==> src/rtl/core/rmsl_pkg.sv <==
// Package for the region map block: shared types, state encoding and codes.
// Used by every module under rtl/core; has no dependencies of its own.
package rmsl_pkg;

    localparam int ADDR_W = 48;
    localparam int LIB_W  = 16;
    localparam int STAT_W = 3;

    // Result status codes.
    localparam logic [STAT_W-1:0] STATUS_INSERTED = 3'd0;
    localparam logic [STAT_W-1:0] STATUS_IGNORED  = 3'd1;
    localparam logic [STAT_W-1:0] STATUS_FULL     = 3'd2;
    localparam logic [STAT_W-1:0] STATUS_HIT      = 3'd3;
    localparam logic [STAT_W-1:0] STATUS_MISS     = 3'd4;

    // Request kinds.
    localparam logic ACTION_INSERT = 1'b0;
    localparam logic ACTION_LOOKUP = 1'b1;

    // Configuration register indexes.
    localparam logic CFG_STACK_LIB = 1'b0;
    localparam logic CFG_STACK_LEN = 1'b1;

    // One stored region.
    typedef struct packed {
        logic [ADDR_W-1:0] rbegin;
        logic [ADDR_W-1:0] rend;
        logic [ADDR_W-1:0] roff;
        logic [LIB_W-1:0]  rlib;
    } region_t;

    // Control of the shared adder.
    typedef struct packed {
        logic sub;
        logic inc;
    } alu_ctl_t;

    typedef enum logic [4:0] {
        ST_IDLE,
        ST_PREP_END,
        ST_PREP_DEC,
        ST_PREP_INC,
        ST_CHK_RD,
        ST_CHK_EV,
        ST_SPL_RD,
        ST_SPL_EV,
        ST_RGT_A,
        ST_RGT_B,
        ST_RGT_FIND,
        ST_RGT_WR,
        ST_NEW_FIND,
        ST_NEW_WR,
        ST_LK_RD,
        ST_LK_EV,
        ST_LK_SUB,
        ST_LK_ADD,
        ST_DONE
    } state_t;

endpackage

==> src/rtl/core/rmsl_alu.sv <==
// Shared 48-bit adder used for every address and offset computation.
// Depends on rmsl_pkg for widths and the control struct.
module rmsl_alu (
    input  rmsl_pkg::alu_ctl_t             ctl,
    input  logic [rmsl_pkg::ADDR_W-1:0]    a,
    input  logic [rmsl_pkg::ADDR_W-1:0]    b,
    output logic [rmsl_pkg::ADDR_W-1:0]    sum,
    output logic                           carry
);

    logic [rmsl_pkg::ADDR_W-1:0] b_op;
    logic                        cin;

    // Add, subtract, or add/subtract one when inc is set.
    always_comb
    begin
        if (ctl.inc)
        begin
            b_op = ctl.sub ? {rmsl_pkg::ADDR_W{1'b1}} : '0;
            cin  = ~ctl.sub;
        end
        else
        begin
            b_op = ctl.sub ? ~b : b;
            cin  = ctl.sub;
        end
        {carry, sum} = {1'b0, a} + {1'b0, b_op} + {{rmsl_pkg::ADDR_W{1'b0}}, cin};
    end

endmodule

==> config.mk <==
export PLATFORM = sky130hd
export DESIGN_NAME = rmsl_alu
export DESIGN_NICKNAME = d
export VERILOG_FILES = /design/src/rtl/core/rmsl_pkg.sv /design/src/rtl/core/rmsl_alu.sv
export SDC_FILE = /design/constraint.sdc
export NUM_CORES = 1
export LEC_CHECK = 0
export ABC_AREA = 1
export BUFFER_PORTS_ARGS = -buffer_cell sky130_fd_sc_hd__buf_2
export CAP_MARGIN = 20
export CORE_AREA = 5 5 125 175
export DETAILED_ROUTE_END_ITERATION = 6
export DIE_AREA = 0 0 130 180
export PLACE_DENSITY = 0.45
export SLEW_MARGIN = 5
export SYNTH_ARGS = -nofsm -noshare
export SYNTH_HDL_FRONTEND = slang
export SYNTH_SLANG_ARGS = --single-unit
==> constraint.sdc <==
create_clock -name vclk -period 2.9
set_input_delay 0.435 -clock vclk [all_inputs]
set_output_delay 0.435 -clock vclk [all_outputs]
set_load 0.05 [all_outputs]
Word level (Yosys, flattened, before mapping)
Cells that the tools add are included.
W data, S select, Z words.
{"block": "word_totals", "reg_bits": 0, "inputBits": 98, "out_inout_bits": 49, "word_cells": 8}
{"block": "op_classes", "n_addsub": 2, "muxes": 4, "bitwise_logic": 2}
{"op": "$mux W48", "count": 3}
{"op": "$add A48 B48 Y49", "count": 1}
{"op": "$add A49 B1 Y49", "count": 1}
{"op": "$not A48 Y48", "count": 1}
{"op": "$mux W1", "count": 1}
{"op": "$not A1 Y1", "count": 1}

Depth between registers and ports, before layout
{"block": "depth", "word_depth": 5, "depth_mapped": 17, "mapped_depth_nobuf": 16}

Least setup slack after synthesis
Ideal clock, no wire load.
{"block": "synth_timing", "path_type": "input to output", "startpoint": "input port ctl[1] (netlist bit)", "endpoint": "output port sum[20] (netlist bit)", "arrival_ns": 2.958, "required_ns": 2.465, "path_slack_ns": -0.493, "path_stages": 12, "n_path_buf": 1, "cell_sequence": "xor2_1 -> clkbuf_1 -> fa_1 -> inv_1 -> fa_1 -> inv_1 -> nand2_1 -> nand2_1 -> and2_1 -> nand3b_1 -> nand3_2 -> xor2_1"}
{"block": "synth_between", "elab_chain_len": 4, "word_cells_on_any_way": 7, "classes_between": "add/sub: 2; mux: 4; bitwise: 1"}
{"element": "start: declaration", "line_no": "rmsl_alu.sv:4", "rtl": "input rmsl_pkg::alu_ctl_t ctl,"}
{"element": "$mux W48 (on tied branches)", "line_no": "rmsl_alu.sv:24, rmsl_alu.sv:19"}
{"element": "$mux W48", "line_no": "rmsl_alu.sv:17", "rtl": "if (ctl.inc)"}
{"element": "$add A48 B48 Y49", "line_no": "rmsl_alu.sv:27", "rtl": "{carry, sum} = {1'b0, a} + {1'b0, b_op} + {{rmsl_pkg::ADDR_W{1'b0}}, cin};"}
{"element": "$add A49 B1 Y49 (*)", "line_no": "rmsl_alu.sv:27"}
{"element": "end: declaration", "line_no": "rmsl_alu.sv:7", "rtl": "output logic [rmsl_pkg::ADDR_W-1:0] sum,"}
Mark *: on every way between the ends. The rest lies on a longest branch, timed or not.

Worst setup path after layout
{"block": "layout_timing", "startpoint": "input port ctl[1] (netlist bit)", "endpoint": "output port sum[32] (netlist bit)"}
The elaborated chain is that of the path after synthesis.

==> metrics.log <==
INFO  metric worst_hold_path_type = in -> out
INFO  metric worst_hold_path.endpoint = sum[9]
INFO  metric grt_pass1_vias = between 6000 and 7000
INFO  metric clkbuf_count = 0
INFO  metric antenna_violating_nets_post_route = 0
INFO  metric post-route-drc-count = 0
INFO  metric via_per_inst = 4.410
INFO  metric finish.net_count = about 1400
INFO  metric grt_max_degree = 18
INFO  metric top_level_ports = 147
INFO  metric detail_route.wirelength = approximately 23000 µm
INFO  metric port_buffers = 147
INFO  metric synthesis.area_per_instance = approximately 4.8 µm²
INFO  metric min_period_over_period = 108.6%
INFO  metric outcome = finished, violations left
INFO  metric layout_common_cells = nand2_1 (234), inv_1 (181), nand2_2 (124)
INFO  metric worst_setup_path_end_kind = primary output
INFO  metric final_max_slew_viol_count = 0
INFO  metric synth_top_area_cell = nand2_1
INFO  metric synthesis.instances = 1022
INFO  metric n_antenna_cell = 0
INFO  metric detailed_placement_hpwl = ~18000 µm
INFO  metric worst-setup-path-type = in -> out
INFO  metric grt_pass1_wl = 34160 µm
INFO  metric synth_top_area_share = between 20 and 30%
INFO  metric max-vdd-ir-drop = 283.3 µV
INFO  metric grt_usage = between 15 and 20%
INFO  metric worstPathMaxFanout = 6
INFO  metric cp_data_required_time = 2470 ps
INFO  metric post_drt_wl_per_cell = ~15 µm
INFO  metric timing.final.crit_period = approximately 3100 ps
INFO  metric max_freq = 0.3176 GHz
INFO  metric yosysSeqAreaShare = 0%
INFO  metric chipWidth = 130 µm
INFO  metric drtPass1Iterations = 4
INFO  metric final_core_util = ~50%
INFO  metric timing_worst_slew_pin_value = 299.9 ps
INFO  metric report.final.hold_viol_count = 0
INFO  metric syn-cell-area = 4938 µm²
INFO  metric setup_ws = -248.1 ps
INFO  metric rows = 62
INFO  metric pwr_density_cell = 412.6 nW/µm²
INFO  metric mostFrequentLayoutCell = nand2_1
INFO  metric synth_area_leaders = nand2_1 (29%), inv_1 (16%), ha_1 (12%)
INFO  metric n_sequential_cell = 0
INFO  metric maxCapViolCount = 0
INFO  metric drt_first_iter_violations = 216
INFO  metric setup_viol = 41
INFO  metric synthesis_warning_total = 0
INFO  metric globalRoute.totalOverflow = 0
INFO  metric worst_hold_path.num_cells = 4
INFO  metric design.die.area = 23400 µm²
INFO  metric unrepaired_setup_endpoints_after_global_routing = true
INFO  metric violations = setup timing
INFO  metric area_delta_synth_final = 107.6%
INFO  metric synth_nets = 1169
INFO  metric min-delay-start = a[9]
INFO  metric synth_cell_types = 29
INFO  metric post_route_cells_drive_above_1_share = 57.88%
INFO  metric critical_path.startpoint = ctl[1]
INFO  metric regArea = 0 µm²
INFO  metric placeableCoreArea = 20170 µm²
INFO  metric antenna_found_initial = 0
INFO  metric final.setup.tns = -6071 ps
INFO  metric leakagePower = 0.005160 µW
INFO  metric gp_congestion = 0.8516
INFO  metric chipHeight = between 150 and 200 µm
INFO  metric start_util = 24.49%
INFO  metric start_kind = primary input
INFO  metric critPathArrivalTime = 2710 ps
INFO  metric timing.max_slew.rel_slack = 80.01%
INFO  metric via_count = ~6800
INFO  metric totalPowerFinal = 4230 µW
metal layers:
layer  GRT usage [%]  part of all wire, %  up-vias
met4           2.205                  1.4        0
met5               0                    0        -
li1                -                    -     3602
met1           20.24                   37     3113
met2           37.95                   59      108
met3          0.5048                  2.5       12
how the worst max path moves through the flow:
stage          cells after the start  endpoint
2_1_floorplan                     10    sum[5]
3_3_place_gp                      17   sum[43]
3_5_place_dp                      17   sum[46]
4_1_cts                           19   sum[32]
5_1_grt                           18   sum[46]
6_report                          18   sum[32]
what timing repair did:
action                     CTS  global route
buffers inserted            30            19
pin swaps                   81           124
setup endpoints to repair   46            45
hold buffers                 0             0
resized for setup          419           240
gates cloned                 4             1
critical path, cell delays in order:
cell	delay, ps
buf_8	110
xor2_4	180
buf_12	150
buf_12	140
buf_16	150
a21oi_4	130
ha_4	240
nand2_4	110
inv_1	40
nand2_1	70
nand2_2	80
a21oi_2	210
nor2_2	80
nor2_2	190
nand2_4	100
nand2_4	90
nand2_4	50
buf_8	140
through the flow:
step                cells  hold WS (ps)  instance area [µm²]  setup WS, ps
floorplan            1022          1235                 5371        -101.1
global placement     1507          1424                 7174        -553.8
detailed placement   1507          1424                 7174        -560.2
CTS                  1537          1393                 9086        -273.4
global route         1550          1417                10250        -348.4
finish               1550          1410                10250        -248.1
cell usage after synthesis, types with 4 or more instances:
| master | n |
|---|---|
| nand2_1 | 388 |
| inv_1 | 215 |
| nor2_1 | 105 |
| a21oi_1 | 76 |
| ha_1 | 47 |
| nand3_1 | 34 |
| nor2_2 | 30 |
| nand2_2 | 28 |
| xor2_1 | 25 |
| inv_2 | 11 |
| nand3_2 | 11 |
| nand4_1 | 9 |
| nor2_4 | 7 |
| clkbuf_1 | 6 |
| o21bai_1 | 5 |
| buf_2 | 4 |
cell families (layout without fill, tap and decap cells):
family          count (synthesis)  in the layout  share of synthesized area (%)
xor+xnor                       26             26                          4.611
compound gates                 84             84                          8.944
buf+inv                       236            508                          18.04
fa+ha+maj                      49             49                          12.72
simple gates                  627            627                          55.69
power breakdown:
group          internal (µW)  total, µW  switching, µW
clock                      0          0              0
sequential                 0          0              0
combinational           1750       4230           2480
layout make-up:
cell class,instances,area (µm²)
multi-input cells,786,6618
repair buffers,282,2457
fillers,2079,9918
well taps,256,320.3
inverters,226,855.8
(Power assumes the default switching activity.)
